`config.mk`:
```
export PLATFORM = sky130hd
export DESIGN_NAME = baud_divisor_selector_top
export DESIGN_NICKNAME = d
export VERILOG_FILES = /design/src/design/bds_pkg.sv /design/src/design/bds_div.sv /design/src/design/baud_divisor_selector_top.sv
export SDC_FILE = /design/constraint.sdc
export NUM_CORES = 1
export LEC_CHECK = 0
export BUFFER_PORTS_ARGS = -buffer_cell sky130_fd_sc_hd__buf_2
export CAP_MARGIN = 15
export CORE_MARGIN = 3
export CORE_UTILIZATION = 35
export CTS_CLUSTER_DIAMETER = 30
export DETAILED_ROUTE_END_ITERATION = 10
export SKIP_CTS_REPAIR_TIMING = 1
export SLEW_MARGIN = 5
export SYNTH_ARGS = -nofsm -noshare
export SYNTH_HDL_FRONTEND = slang
export SYNTH_HIERARCHICAL = 1
export SYNTH_SLANG_ARGS = --single-unit
```
`constraint.sdc`:
```
create_clock -name clk -period 4.5 [get_ports clk]
set_input_delay 0.675 -clock clk [delete_from_list [all_inputs] [get_ports clk]]
set_output_delay 0.675 -clock clk [all_outputs]
set_load 0.01 [all_outputs]
```
`src/design/bds_pkg.sv`:
```
`timescale 1ns / 1ps
// ----------------------------------------------------------------------------
// bds_pkg
// shared widths, constants and microcode for the baud divisor selector
// ----------------------------------------------------------------------------
package bds_pkg;

    localparam int DATA_W       = 32;
    localparam int EXP_W        = 4;
    localparam int TMC_W        = 8;
    localparam int QSAT_W       = 9;
    localparam int OUT_W        = 48;
    localparam int APB_AW       = 3;
    localparam int APB_DW       = 32;
    localparam int STEP_W       = 3;

    localparam logic [DATA_W-1:0] BASE_CLK_RESET = 32'd9830400;
    localparam logic [EXP_W-1:0]  START_EXP      = 4'd9;
    localparam logic [QSAT_W-1:0] SEARCH_LIMIT   = 9'd128;
    localparam logic [QSAT_W-1:0] TMC_MAX        = 9'd255;
    localparam logic [QSAT_W-1:0] TMC_FULL       = 9'd256;

    // register index of base_clock_hz
    localparam logic REG_BASE_CLK = 1'b0;

    // wait conditions
    localparam logic [1:0] W_NONE = 2'd0;
    localparam logic [1:0] W_IN   = 2'd1;
    localparam logic [1:0] W_DIV  = 2'd2;
    localparam logic [1:0] W_OUT  = 2'd3;

    // jump conditions
    localparam logic [1:0] J_NEXT   = 2'd0;
    localparam logic [1:0] J_ALWAYS = 2'd1;
    localparam logic [1:0] J_LOOP   = 2'd2;
    localparam logic [1:0] J_ZERO   = 2'd3;

    // program steps
    localparam logic [STEP_W-1:0] S_ACCEPT   = 3'd0;
    localparam logic [STEP_W-1:0] S_DIV_GO   = 3'd1;
    localparam logic [STEP_W-1:0] S_DIV_WAIT = 3'd2;
    localparam logic [STEP_W-1:0] S_TEST     = 3'd3;
    localparam logic [STEP_W-1:0] S_FIX      = 3'd4;
    localparam logic [STEP_W-1:0] S_FIN_GO   = 3'd5;
    localparam logic [STEP_W-1:0] S_FIN_WAIT = 3'd6;
    localparam logic [STEP_W-1:0] S_OUT      = 3'd7;

    typedef struct packed {
        logic [1:0]        wait_sel;
        logic [1:0]        jmp_sel;
        logic [STEP_W-1:0] target;
        logic              ld_in;
        logic              div_go;
        logic              use_tmc;
        logic              dec_br;
        logic              fix;
        logic              emit;
    } ctrl_t;

    function automatic ctrl_t ucode(input logic [STEP_W-1:0] step);
        ctrl_t c;
        c = '0;
        unique case (step)
            S_ACCEPT:
            begin
                c.wait_sel = W_IN;
                c.jmp_sel  = J_ZERO;
                c.target   = S_FIN_GO;
                c.ld_in    = 1'b1;
            end
            S_DIV_GO:
            begin
                c.div_go   = 1'b1;
            end
            S_DIV_WAIT:
            begin
                c.wait_sel = W_DIV;
            end
            S_TEST:
            begin
                c.jmp_sel  = J_LOOP;
                c.target   = S_DIV_GO;
                c.dec_br   = 1'b1;
            end
            S_FIX:
            begin
                c.fix      = 1'b1;
            end
            S_FIN_GO:
            begin
                c.div_go   = 1'b1;
                c.use_tmc  = 1'b1;
            end
            S_FIN_WAIT:
            begin
                c.wait_sel = W_DIV;
            end
            S_OUT:
            begin
                c.wait_sel = W_OUT;
                c.jmp_sel  = J_ALWAYS;
                c.target   = S_ACCEPT;
                c.emit     = 1'b1;
            end
            default:
            begin
                c = '0;
            end
        endcase
        return c;
    endfunction

endpackage

```
`src/design/bds_div.sv`:
```
`timescale 1ns / 1ps
// ----------------------------------------------------------------------------
// bds_div
// restoring divider, one quotient bit per cycle
// ----------------------------------------------------------------------------
module bds_div
(
    input  logic                       clk,
    input  logic                       rst_n,
    input  logic                       start,
    input  logic [bds_pkg::DATA_W-1:0] dividend,
    input  logic [bds_pkg::DATA_W-1:0] divisor,
    output logic                       done,
    output logic [bds_pkg::DATA_W-1:0] quotient
);

    localparam int CNT_W = $clog2(bds_pkg::DATA_W);
    localparam logic [CNT_W-1:0] CNT_LAST = CNT_W'(bds_pkg::DATA_W - 1);

    logic                       busy_reg,  busy_next;
    logic                       done_reg,  done_next;
    logic [CNT_W-1:0]           cnt_reg,   cnt_next;
    logic [bds_pkg::DATA_W-1:0] rem_reg,   rem_next;
    logic [bds_pkg::DATA_W-1:0] quo_reg,   quo_next;
    logic [bds_pkg::DATA_W-1:0] dvs_reg,   dvs_next;

    logic [bds_pkg::DATA_W:0]   trial;
    logic                       fits;

    assign trial = {rem_reg, quo_reg[bds_pkg::DATA_W-1]};
    assign fits  = trial >= {1'b0, dvs_reg};

    always_comb
    begin
        busy_next = busy_reg;
        done_next = done_reg;
        cnt_next  = cnt_reg;
        rem_next  = rem_reg;
        quo_next  = quo_reg;
        dvs_next  = dvs_reg;
        if (start)
        begin
            busy_next = 1'b1;
            done_next = 1'b0;
            cnt_next  = '0;
            rem_next  = '0;
            quo_next  = dividend;
            dvs_next  = divisor;
        end
        else if (busy_reg)
        begin
            // shift in the next dividend bit, subtract where it fits
            rem_next = fits ? bds_pkg::DATA_W'(trial - {1'b0, dvs_reg})
                            : trial[bds_pkg::DATA_W-1:0];
            quo_next = {quo_reg[bds_pkg::DATA_W-2:0], fits};
            cnt_next = cnt_reg + 1'b1;
            if (cnt_reg == CNT_LAST)
            begin
                busy_next = 1'b0;
                done_next = 1'b1;
            end
        end
    end

    always_ff @(posedge clk or negedge rst_n)
    begin
        if (!rst_n)
        begin
            busy_reg <= 1'b0;
            done_reg <= 1'b0;
            cnt_reg  <= '0;
        end
        else
        begin
            busy_reg <= busy_next;
            done_reg <= done_next;
            cnt_reg  <= cnt_next;
        end
    end

    always_ff @(posedge clk)
    begin
        rem_reg <= rem_next;
        quo_reg <= quo_next;
        dvs_reg <= dvs_next;
    end

    assign done     = done_reg;
    assign quotient = quo_reg;

endmodule

```
`src/design/baud_divisor_selector_top.sv`:
```
`timescale 1ns / 1ps
// ----------------------------------------------------------------------------
// baud_divisor_selector_top
// picks prescale exponent and time constant for a requested bit rate
// ----------------------------------------------------------------------------
// One requested rate in, one setting out. The block searches the prescale
// exponent from 9 downwards, dividing base_clock_hz by 2^br times the rate,
// and stops once the quotient exceeds 128 or br reaches 1; it then fixes up
// the time constant (a zero quotient gives br 0 and tmc 1, a quotient above
// 255 gives tmc 256, sent as 0) and divides once more for the rate reached.
// All divisions share one serial divider. One item is worked at a time; the
// finished word sits in an output register so the next request can be taken
// while it waits. base_clock_hz is written over the APB port at address 0 and
// should only change while the block is idle.
// ----------------------------------------------------------------------------
module baud_divisor_selector_top
(
    input  logic                       clk,
    input  logic                       rst_n,

    // slave stream: tdata = requested_rate[31:0]
    input  logic                       s_axis_tvalid,
    output logic                       s_axis_tready,
    input  logic [bds_pkg::DATA_W-1:0] s_axis_tdata,

    // master stream: tdata = prescale_exponent[3:0], time_constant[11:4],
    // achieved_rate[43:12], zero padding [47:44]
    output logic                       m_axis_tvalid,
    input  logic                       m_axis_tready,
    output logic [bds_pkg::OUT_W-1:0]  m_axis_tdata,

    // apb configuration port
    input  logic                       psel,
    input  logic                       penable,
    input  logic                       pwrite,
    input  logic [bds_pkg::APB_AW-1:0] paddr,
    input  logic [bds_pkg::APB_DW-1:0] pwdata,
    output logic [bds_pkg::APB_DW-1:0] prdata,
    output logic                       pready
);

    // configuration register
    logic [bds_pkg::DATA_W-1:0] base_reg, base_next;
    logic                       cfg_wr;

    // sequencer and datapath
    logic [bds_pkg::STEP_W-1:0] step_reg, step_next;
    logic [bds_pkg::DATA_W-1:0] rate_reg, rate_next;
    logic [bds_pkg::EXP_W-1:0]  br_reg,   br_next;
    logic [bds_pkg::QSAT_W-1:0] tmc_reg,  tmc_next;

    // output word register
    logic                       ovalid_reg, ovalid_next;
    logic [bds_pkg::OUT_W-1:0]  odata_reg,  odata_next;

    bds_pkg::ctrl_t             ctrl;
    logic                       go;
    logic                       taken;
    logic                       out_free;
    logic                       loop_cond;
    logic [bds_pkg::QSAT_W-1:0] q_sat;

    logic                       div_start;
    logic                       div_done;
    logic [bds_pkg::DATA_W-1:0] div_dividend;
    logic [bds_pkg::DATA_W-1:0] div_divisor;
    logic [bds_pkg::DATA_W-1:0] div_quo;

    // ------------------------------------------------------------------
    // apb: write on the access cycle, index taken from paddr[2]
    // ------------------------------------------------------------------
    assign pready = 1'b1;
    assign cfg_wr = psel && penable && pwrite && pready
                    && (paddr[2] == bds_pkg::REG_BASE_CLK);
    assign prdata = (paddr[2] == bds_pkg::REG_BASE_CLK) ? base_reg : '0;

    assign base_next = cfg_wr ? pwdata : base_reg;

    // ------------------------------------------------------------------
    // microcode fetch and step control
    // ------------------------------------------------------------------
    assign ctrl     = bds_pkg::ucode(step_reg);
    assign out_free = !ovalid_reg || m_axis_tready;

    // divider quotient clipped to 9 bits, 256 stands for anything above 255
    assign q_sat     = (div_quo > bds_pkg::DATA_W'(bds_pkg::TMC_MAX))
                       ? bds_pkg::TMC_FULL : div_quo[bds_pkg::QSAT_W-1:0];
    assign loop_cond = (br_reg > bds_pkg::EXP_W'(1)) && (q_sat <= bds_pkg::SEARCH_LIMIT);

    always_comb
    begin
        unique case (ctrl.wait_sel)
            bds_pkg::W_NONE: go = 1'b1;
            bds_pkg::W_IN:   go = s_axis_tvalid;
            bds_pkg::W_DIV:  go = div_done;
            bds_pkg::W_OUT:  go = out_free;
            default:         go = 1'b0;
        endcase
    end

    always_comb
    begin
        unique case (ctrl.jmp_sel)
            bds_pkg::J_NEXT:   taken = 1'b0;
            bds_pkg::J_ALWAYS: taken = 1'b1;
            bds_pkg::J_LOOP:   taken = loop_cond;
            bds_pkg::J_ZERO:   taken = (s_axis_tdata == '0);
            default:           taken = 1'b0;
        endcase
    end

    // input is taken only on the accept step
    assign s_axis_tready = (ctrl.wait_sel == bds_pkg::W_IN);

    always_comb
    begin
        step_next = step_reg;
        if (go)
        begin
            step_next = taken ? ctrl.target : step_reg + 1'b1;
        end
    end

    // ------------------------------------------------------------------
    // datapath
    // ------------------------------------------------------------------
    always_comb
    begin
        rate_next = rate_reg;
        br_next   = br_reg;
        tmc_next  = tmc_reg;
        if (go && ctrl.ld_in)
        begin
            // zero request keeps these and goes straight to the final divide
            rate_next = s_axis_tdata;
            br_next   = bds_pkg::START_EXP;
            tmc_next  = bds_pkg::TMC_FULL;
        end
        if (ctrl.dec_br && taken)
        begin
            br_next = br_reg - 1'b1;
        end
        if (ctrl.fix)
        begin
            if (q_sat == '0)
            begin
                // request faster than the clock: run undivided
                br_next  = '0;
                tmc_next = bds_pkg::QSAT_W'(1);
            end
            else
            begin
                tmc_next = q_sat;
            end
        end
    end

    // base >> br divided by the rate equals base / (2^br * rate)
    assign div_start    = ctrl.div_go;
    assign div_dividend = base_reg >> br_reg;
    assign div_divisor  = ctrl.use_tmc ? bds_pkg::DATA_W'(tmc_reg) : rate_reg;

    bds_div u_div
    (
        .clk      (clk),
        .rst_n    (rst_n),
        .start    (div_start),
        .dividend (div_dividend),
        .divisor  (div_divisor),
        .done     (div_done),
        .quotient (div_quo)
    );

    // ------------------------------------------------------------------
    // output word register
    // ------------------------------------------------------------------
    always_comb
    begin
        ovalid_next = ovalid_reg;
        odata_next  = odata_reg;
        if (m_axis_tready)
        begin
            ovalid_next = 1'b0;
        end
        if (go && ctrl.emit)
        begin
            ovalid_next = 1'b1;
            odata_next  = {{(bds_pkg::OUT_W - bds_pkg::DATA_W - bds_pkg::TMC_W
                             - bds_pkg::EXP_W){1'b0}},
                           div_quo, tmc_reg[bds_pkg::TMC_W-1:0], br_reg};
        end
    end

    assign m_axis_tvalid = ovalid_reg;
    assign m_axis_tdata  = odata_reg;

    always_ff @(posedge clk or negedge rst_n)
    begin
        if (!rst_n)
        begin
            base_reg   <= bds_pkg::BASE_CLK_RESET;
            step_reg   <= bds_pkg::S_ACCEPT;
            ovalid_reg <= 1'b0;
        end
        else
        begin
            base_reg   <= base_next;
            step_reg   <= step_next;
            ovalid_reg <= ovalid_next;
        end
    end

    always_ff @(posedge clk)
    begin
        rate_reg  <= rate_next;
        br_reg    <= br_next;
        tmc_reg   <= tmc_next;
        odata_reg <= odata_next;
    end

endmodule

```
==> flow_summary.ini, run 1 <==
[timing]
slew_headroom_pct = 33.6
post-route-period-util_pct = 73.9
timing.final.hold_violations = 0
rsz0062_at_grt = false
setup_violations = 0
tightest_slew_ns = 0.995
fin_setup_tns_ns = 0
skew_ns = 0.0164
fin_crit_ns = 3.33
timing.hold.ws_ns = 0.313
fmax_mhz = 301
slew_violations = 0

[clock_network]
cts-root-buf = clkbuf_16
clock_sinks = 228
cts_tree = built
numCtsBuffers = 51
htree_levels = 2
insertion_delay_ns = 0.54
clkTransAtPathRegs_ns = 0.05
clockBufferDepth = 3

[job]
cap_violations = 0

[grt]
grt_pass1_wl_um = 48200
first_global_vias = 9033
gr-total-overflow = 0
antenna_found_initial = 0
grt_max_degree = 48
grt_usage_pct = 15.6

[logic_synthesis]
syn_area_per_cell_sq_um = 11.1
async_flop_share_pct = 18.9
synth-main-ff-cell = edfxtp_1
netlist_instances = 1106
synthesis.area_sq_um = 12300
synth_edf_count = 149
yosys_warnings = 6
synth_seq_area_share_pct = 51.0
ys_seq_elements = 228
synth_cell_type_count = 68

[setup_path]
r2r_slack_ns = 1.17
required_ns = 4.65
path_max_fanout = 44
crit_path_start_kind = register
crit_arrival_ns = 3.48
reg2reg_depth = 8
worst_setup_path_end_kind = register
crit_type = register to register

[cells_and_area]
drive_above_1_share_pct = 27.5
largest_reg_flops = 44
syn2layout_area_growth_pct = 23.2
n_antenna_cell = 0
nNetsFinal = 1375
final_cell_mix = buf_2, edfxtp_1, nand2_1

[placed_design]
place_hpwl_um = 21200
place_congestion = 0.871
numPortBuffers = 149

[outcome]
status = finished, final reports clean

[detailed_routing]
top_layer_used = met4
wl_per_cell_um = 17.0
wl_met3_um = 1700
dr.pass1.iters = 5
wl_met1_um = 12800
wl_um = 29900
first_iter_violations = 444
wl_met2_um = 14400
antenna_left = 0
num_vias = 8893
vias_per_cell = 5.07
drc_errors = 0

[worst_hold_path]
min_path_type = input port to asynchronous set/reset pin

[floorplan]
start_util_pct = 35.6
coreArea_sq_um = 34600
die_x_um = 194
ios = 157
die_h_um = 194
die_area_sq_um = 37500
rows = 68

[pwr]
leakage_nw = 6.50
power.density_nw_per_um2 = 724
vdd_drop_max_v = 0.000281
==> Yosys cell counts, types with 15 or more instances <==
cell	instances	area [sq um]
o21ai_0	34	170
dfxtp_1	36	721
mux2i_1	63	631
nor2b_1	45	282
a211oi_1	24	180
edfxtp_1	149	4470
mux2_2	75	845
clkbuf_1	44	165
nand2_1	90	338
and2_1	35	219
dfrtp_1	39	976
xnor2_1	21	184
o21ai_1	15	75.1
nor2_1	64	240
nor4_1	19	119
ha_1	44	551
inv_1	49	184
nor3_1	20	100
a21oi_1	59	295
==> power by group <==
part | internal (mW) | switching (mW) | total (mW)
sequential | 3.11 | 0.444 | 3.55
clock | 2.48 | 1.18 | 3.67
combinational | 1.63 | 2.14 | 3.77
==> cell families (layout without fill, tap and decap cells) <==
| kind of cell | count (synthesis) | count (layout) | share of synthesized area, % |
|---|---|---|---|
| AOI/OAI and AO/OA | 203 | 203 | 10.6 |
| xor gates and xnor gates | 33 | 33 | 2.35 |
| adders and majority gates | 45 | 45 | 4.63 |
| buffers and inverters | 119 | 308 | 4.22 |
| DFF | 228 | 228 | 51.0 |
| muxes | 148 | 148 | 13.7 |
| other | 2 | 5 | 0.0610 |
| and+or+nand+nor | 328 | 328 | 13.4 |
==> cell type report <==
cell class              count  area, sq um
flip-flops and latches    228         6280
inverters                  50          188
multi-input cells         762         5540
fillers                  3291        19500
repair buffers            163          871
clock buffers              58         1350
clock inverters            37          379
well taps                 455          569
==> metal layers <==
metal	track usage (%)	vias to the layer above
met5	0	-
met4	5.84	0
met3	3.78	63
met2	25.9	220
met1	19.8	4267
li1	-	4343
==> per-stage QoR <==
step	setup WS [ns]	power, mW	cells	cell area [sq um]	util (%)
after detailed placement	1.21	7.34	1657	13400	38.8
after CTS	1.17	11.1	1752	15100	43.7
after floorplan	1.35	6.38	1109	12300	-
after global placement	1.23	7.28	1657	13400	38.8
final	1.17	11.0	1753	15200	43.8
after global routing	0.950	11.7	1753	15200	43.8
==> worst max-delay path, stage by stage (launching register included) <==
cell,delay [ns]
dfrtp_1,0.51
ha_1,0.34
ha_1,0.21
nor2_1,0.07
or4b_1,0.48
and2_1,0.16
o211ai_2,0.27
nand2_1,0.14
inv_2,0.70
==> path summary, 6_finish.rpt <==
path                                               start                         end
max in group asynchronous                          rst_n    u_div/busy_reg$_DFF_PN0_
worst max register to register   step_reg[0]$_DFFE_PN0N_  m_axis_tdata[27]$_DFFE_PP_
worst max-delay path             step_reg[0]$_DFFE_PN0N_  m_axis_tdata[27]$_DFFE_PP_
worst min-delay path                               rst_n     base_reg[8]$_DFFE_PN0P_
worst min register to register  tmc_reg[5]$_SDFFCE_PP0P_   m_axis_tdata[9]$_DFFE_PP_
min in group clk                        s_axis_tdata[22]      rate_reg[22]$_DFFE_PP_
(Power assumes the default switching activity.)
==> run 2, diff against run 1 <==
--- a/config.mk
+++ b/config.mk
@@ -5,6 +5,7 @@
 export SDC_FILE = /design/constraint.sdc
 export NUM_CORES = 1
 export LEC_CHECK = 0
+export ABC_AREA = 1
 export BUFFER_PORTS_ARGS = -buffer_cell sky130_fd_sc_hd__buf_2
 export CAP_MARGIN = 15
 export CORE_MARGIN = 3
==> constraint.sdc (replaced) <==
create_clock -name clk -period 3.3 [get_ports clk]
set_input_delay 0.495 -clock clk [delete_from_list [all_inputs] [get_ports clk]]
set_output_delay 0.495 -clock clk [all_outputs]
set_load 0.01 [all_outputs]
==> run 2 against run 1 <==
Against the previous run:
- largest cell class unchanged
- hold slack worse by 0.26 ns
- critical path type is now register to output port
- highest routed layer unchanged
- critical endpoint is now s_axis_tready
- non-clock buffer count up 2
- largest power group unchanged
- via count up 24%
==> flow_summary.ini, run 2 <==
[outcome]
status = finished, final reports clean

[worst_hold_path]
min_path_type = input port to asynchronous set/reset pin

[grt]
first_global_vias = 10869
grt_max_degree = 65
grt_util_met1_pct = 20.6
grt_pass1_wl_um = 55100
grt_usage_pct = 16.6
grtUsageMet2_pct = 29.0
gr-usage-met3_pct = 3.97
antenna_found_initial = 0
gr-max-usage-layer = met2
gr-total-overflow = 0

[logic_synthesis]
ys_seq_elements = 228
netlist_instances = 1701
yosys_warnings = 6
synth_seq_area_share_pct = 47.3
netlist_top_cells_area = edfxtp_1, nand2_1, dfrtp_1
netlist_top_cells_count = nand2_1, inv_1, nor2_1
async_flop_share_pct = 18.9
synth_cell_type_count = 53
synth-main-ff-cell = edfxtp_1
yosys.area.top_type = edfxtp_1
synthesis.area_sq_um = 13300
synth.top_cell.area_share_pct = 33.7
syn_area_per_cell_sq_um = 7.80
synth.most_common_cell = nand2_1
synth_edf_count = 149

[setup_path]
crit_path_start_kind = register
slowest_delay_ns = 0.47
crit_type = register to output port
critPathLaunch = step_reg[0]$_DFFE_PN0N_
crit_arrival_ns = 2.06
r2r_end = rate_reg[14]$_DFFE_PP_
reg2reg_depth = 13
crit_slowest_cell = dfrtp_1
worstPathCellList = inv_1 > ha_1 > inv_2 > nor2_4 > a21oi_4 > inv_2 > nand2_1 > inv_2 > buf_2
required_ns = 2.80
crit_path_frequent_cell = inv_2
reg2reg_from = step_reg[0]$_DFFE_PN0N_
crit_path_end = s_axis_tready
path_max_fanout = 6
r2r_slack_ns = 0.78
worst_setup_path_end_kind = output port

[detailed_routing]
wl_um = 33800
antenna_left = 0
wl_per_cell_um = 14.0
first_iter_violations = 729
vias_per_cell = 4.58
num_vias = 11043
drc_errors = 0
dr.pass1.iters = 5

[placed_design]
numPortBuffers = 149
place_congestion = 0.907
place_hpwl_um = 25500

[pwr]
vdd_drop_max_v = 0.000472
leakage_nw = 8.08
power.density_nw_per_um2 = 1130

[cells_and_area]
layout_commonest_cell = nand2_1
largest_reg_flops = 44
drive_above_1_share_pct = 17.1
final_cell_mix = nand2_1, inv_1, nor2_1
nNetsFinal = 1980
seq_area_sq_um = 6280
fillers = 3770
multi_input_area_sq_um = 5670
syn2layout_area_growth_pct = 23.2
n_antenna_cell = 0

[timing]
slew_headroom_pct = 36.1
post-route-period-util_pct = 77.5
timing.hold.ws_ns = 0.0568
rsz0062_at_grt = false
fin_crit_ns = 2.56
fin_setup_tns_ns = 0
fmax_mhz = 391
skew_ns = 0.0314
timing.final.hold_violations = 0
tightest_slew_ns = 0.958
setup_violations = 0
slew_violations = 0

[floorplan]
coreArea_sq_um = 37000
rows = 70
start_util_pct = 35.9
die_x_um = 201
ios = 157
die_h_um = 201
die_area_sq_um = 40300

[clock_network]
clock_sinks = 228
insertion_delay_ns = 0.59
clockBufferDepth = 3
cts_tree = built
clkTransAtPathRegs_ns = 0.05
htree_levels = 2
cts-root-buf = clkbuf_16
numCtsBuffers = 54

[job]
cap_violations = 0
run 2: cell types whose count changed after synthesis, sizes merged, moves of 12 or more:
cell and delta:
nor2 +119, inv +214, clkbuf -15, nand3 +77
mux2 -76, nand3b +23, a211oi -26, and2 -33
nor4 -12, nor2b -45, o21ai +51, mux2i -42
nand2 +459
run 2: cell families (layout without fill, tap and decap cells):
group / count (synthesis) / count (layout) / share of synthesized area (%)
AOI/OAI and AO/OA: 183 / 183 / 7.69
xor gates and xnor gates: 16 / 16 / 1.06
adders and majority gates: 45 / 45 / 4.30
buffers and inverters: 329 / 532 / 10.0
DFF: 228 / 228 / 47.3
muxes: 21 / 21 / 1.58
other: 2 / 5 / 0.0566
and+or+nand+nor: 877 / 877 / 28.0
run 2: worst min-delay path by stage:
stage,end
2_1_floorplan,base_reg[0]$_DFFE_PN0P_
3_3_place_gp,m_axis_tdata[8]$_DFFE_PP_
3_5_place_dp,m_axis_tdata[8]$_DFFE_PP_
4_1_cts,step_reg[2]$_DFFE_PN0N_
5_1_grt,rate_reg[30]$_DFFE_PP_
6_report,base_reg[0]$_DFFE_PN0P_
run 2: worst max-delay path: cells and delay by family, from the launching register on:
| kind | cells | cell delay, ns |
|---|---|---|
| AOI/OAI and AO/OA | 1 | 0.20 |
| adders and majority gates | 1 | 0.24 |
| DFF | 1 | 0.47 |
| and+or+nand+nor | 2 | 0.12 |
| buffers and inverters | 5 | 0.43 |
run 2: power by group:
group          internal, mW  switching (mW)  total (mW)
sequential             4.35           0.600        4.95
combinational          2.83            5.43        8.25
clock                  3.40            1.89        5.29
run 2: cell type report:
cell class | instances | area share (%)
inverter | 265 | 6.09
timing repair buffer | 165 | 5.45
sequential | 228 | 38.4
tap | 504 | 3.86
multi-input combinational | 1147 | 34.7
clock inverter | 45 | 2.90
clock buffer | 57 | 8.53
run 2: through the flow:
stage / power (mW) / instances / setup WS [ns] / util, % / instance area, sq um
2_1_floorplan: 11.2 / 1704 / 0.398 / - / 13300
3_5_place_dp: 13.3 / 2309 / 0.756 / 39.1 / 14500
4_1_cts: 18.7 / 2411 / 0.685 / 44.2 / 16300
5_1_grt: 20.1 / 2411 / 0.513 / 44.2 / 16300
3_3_place_gp: 13.2 / 2309 / 0.768 / 39.1 / 14500
6_report: 18.5 / 2411 / 0.742 / 44.2 / 16300
run 2: per-layer routing:
layer | vias to the layer above | wire length, um
met5 | - | 0
met4 | 0 | 667
met3 | 52 | 1820
met2 | 247 | 16400
met1 | 5003 | 14900
li1 | 5741 | -
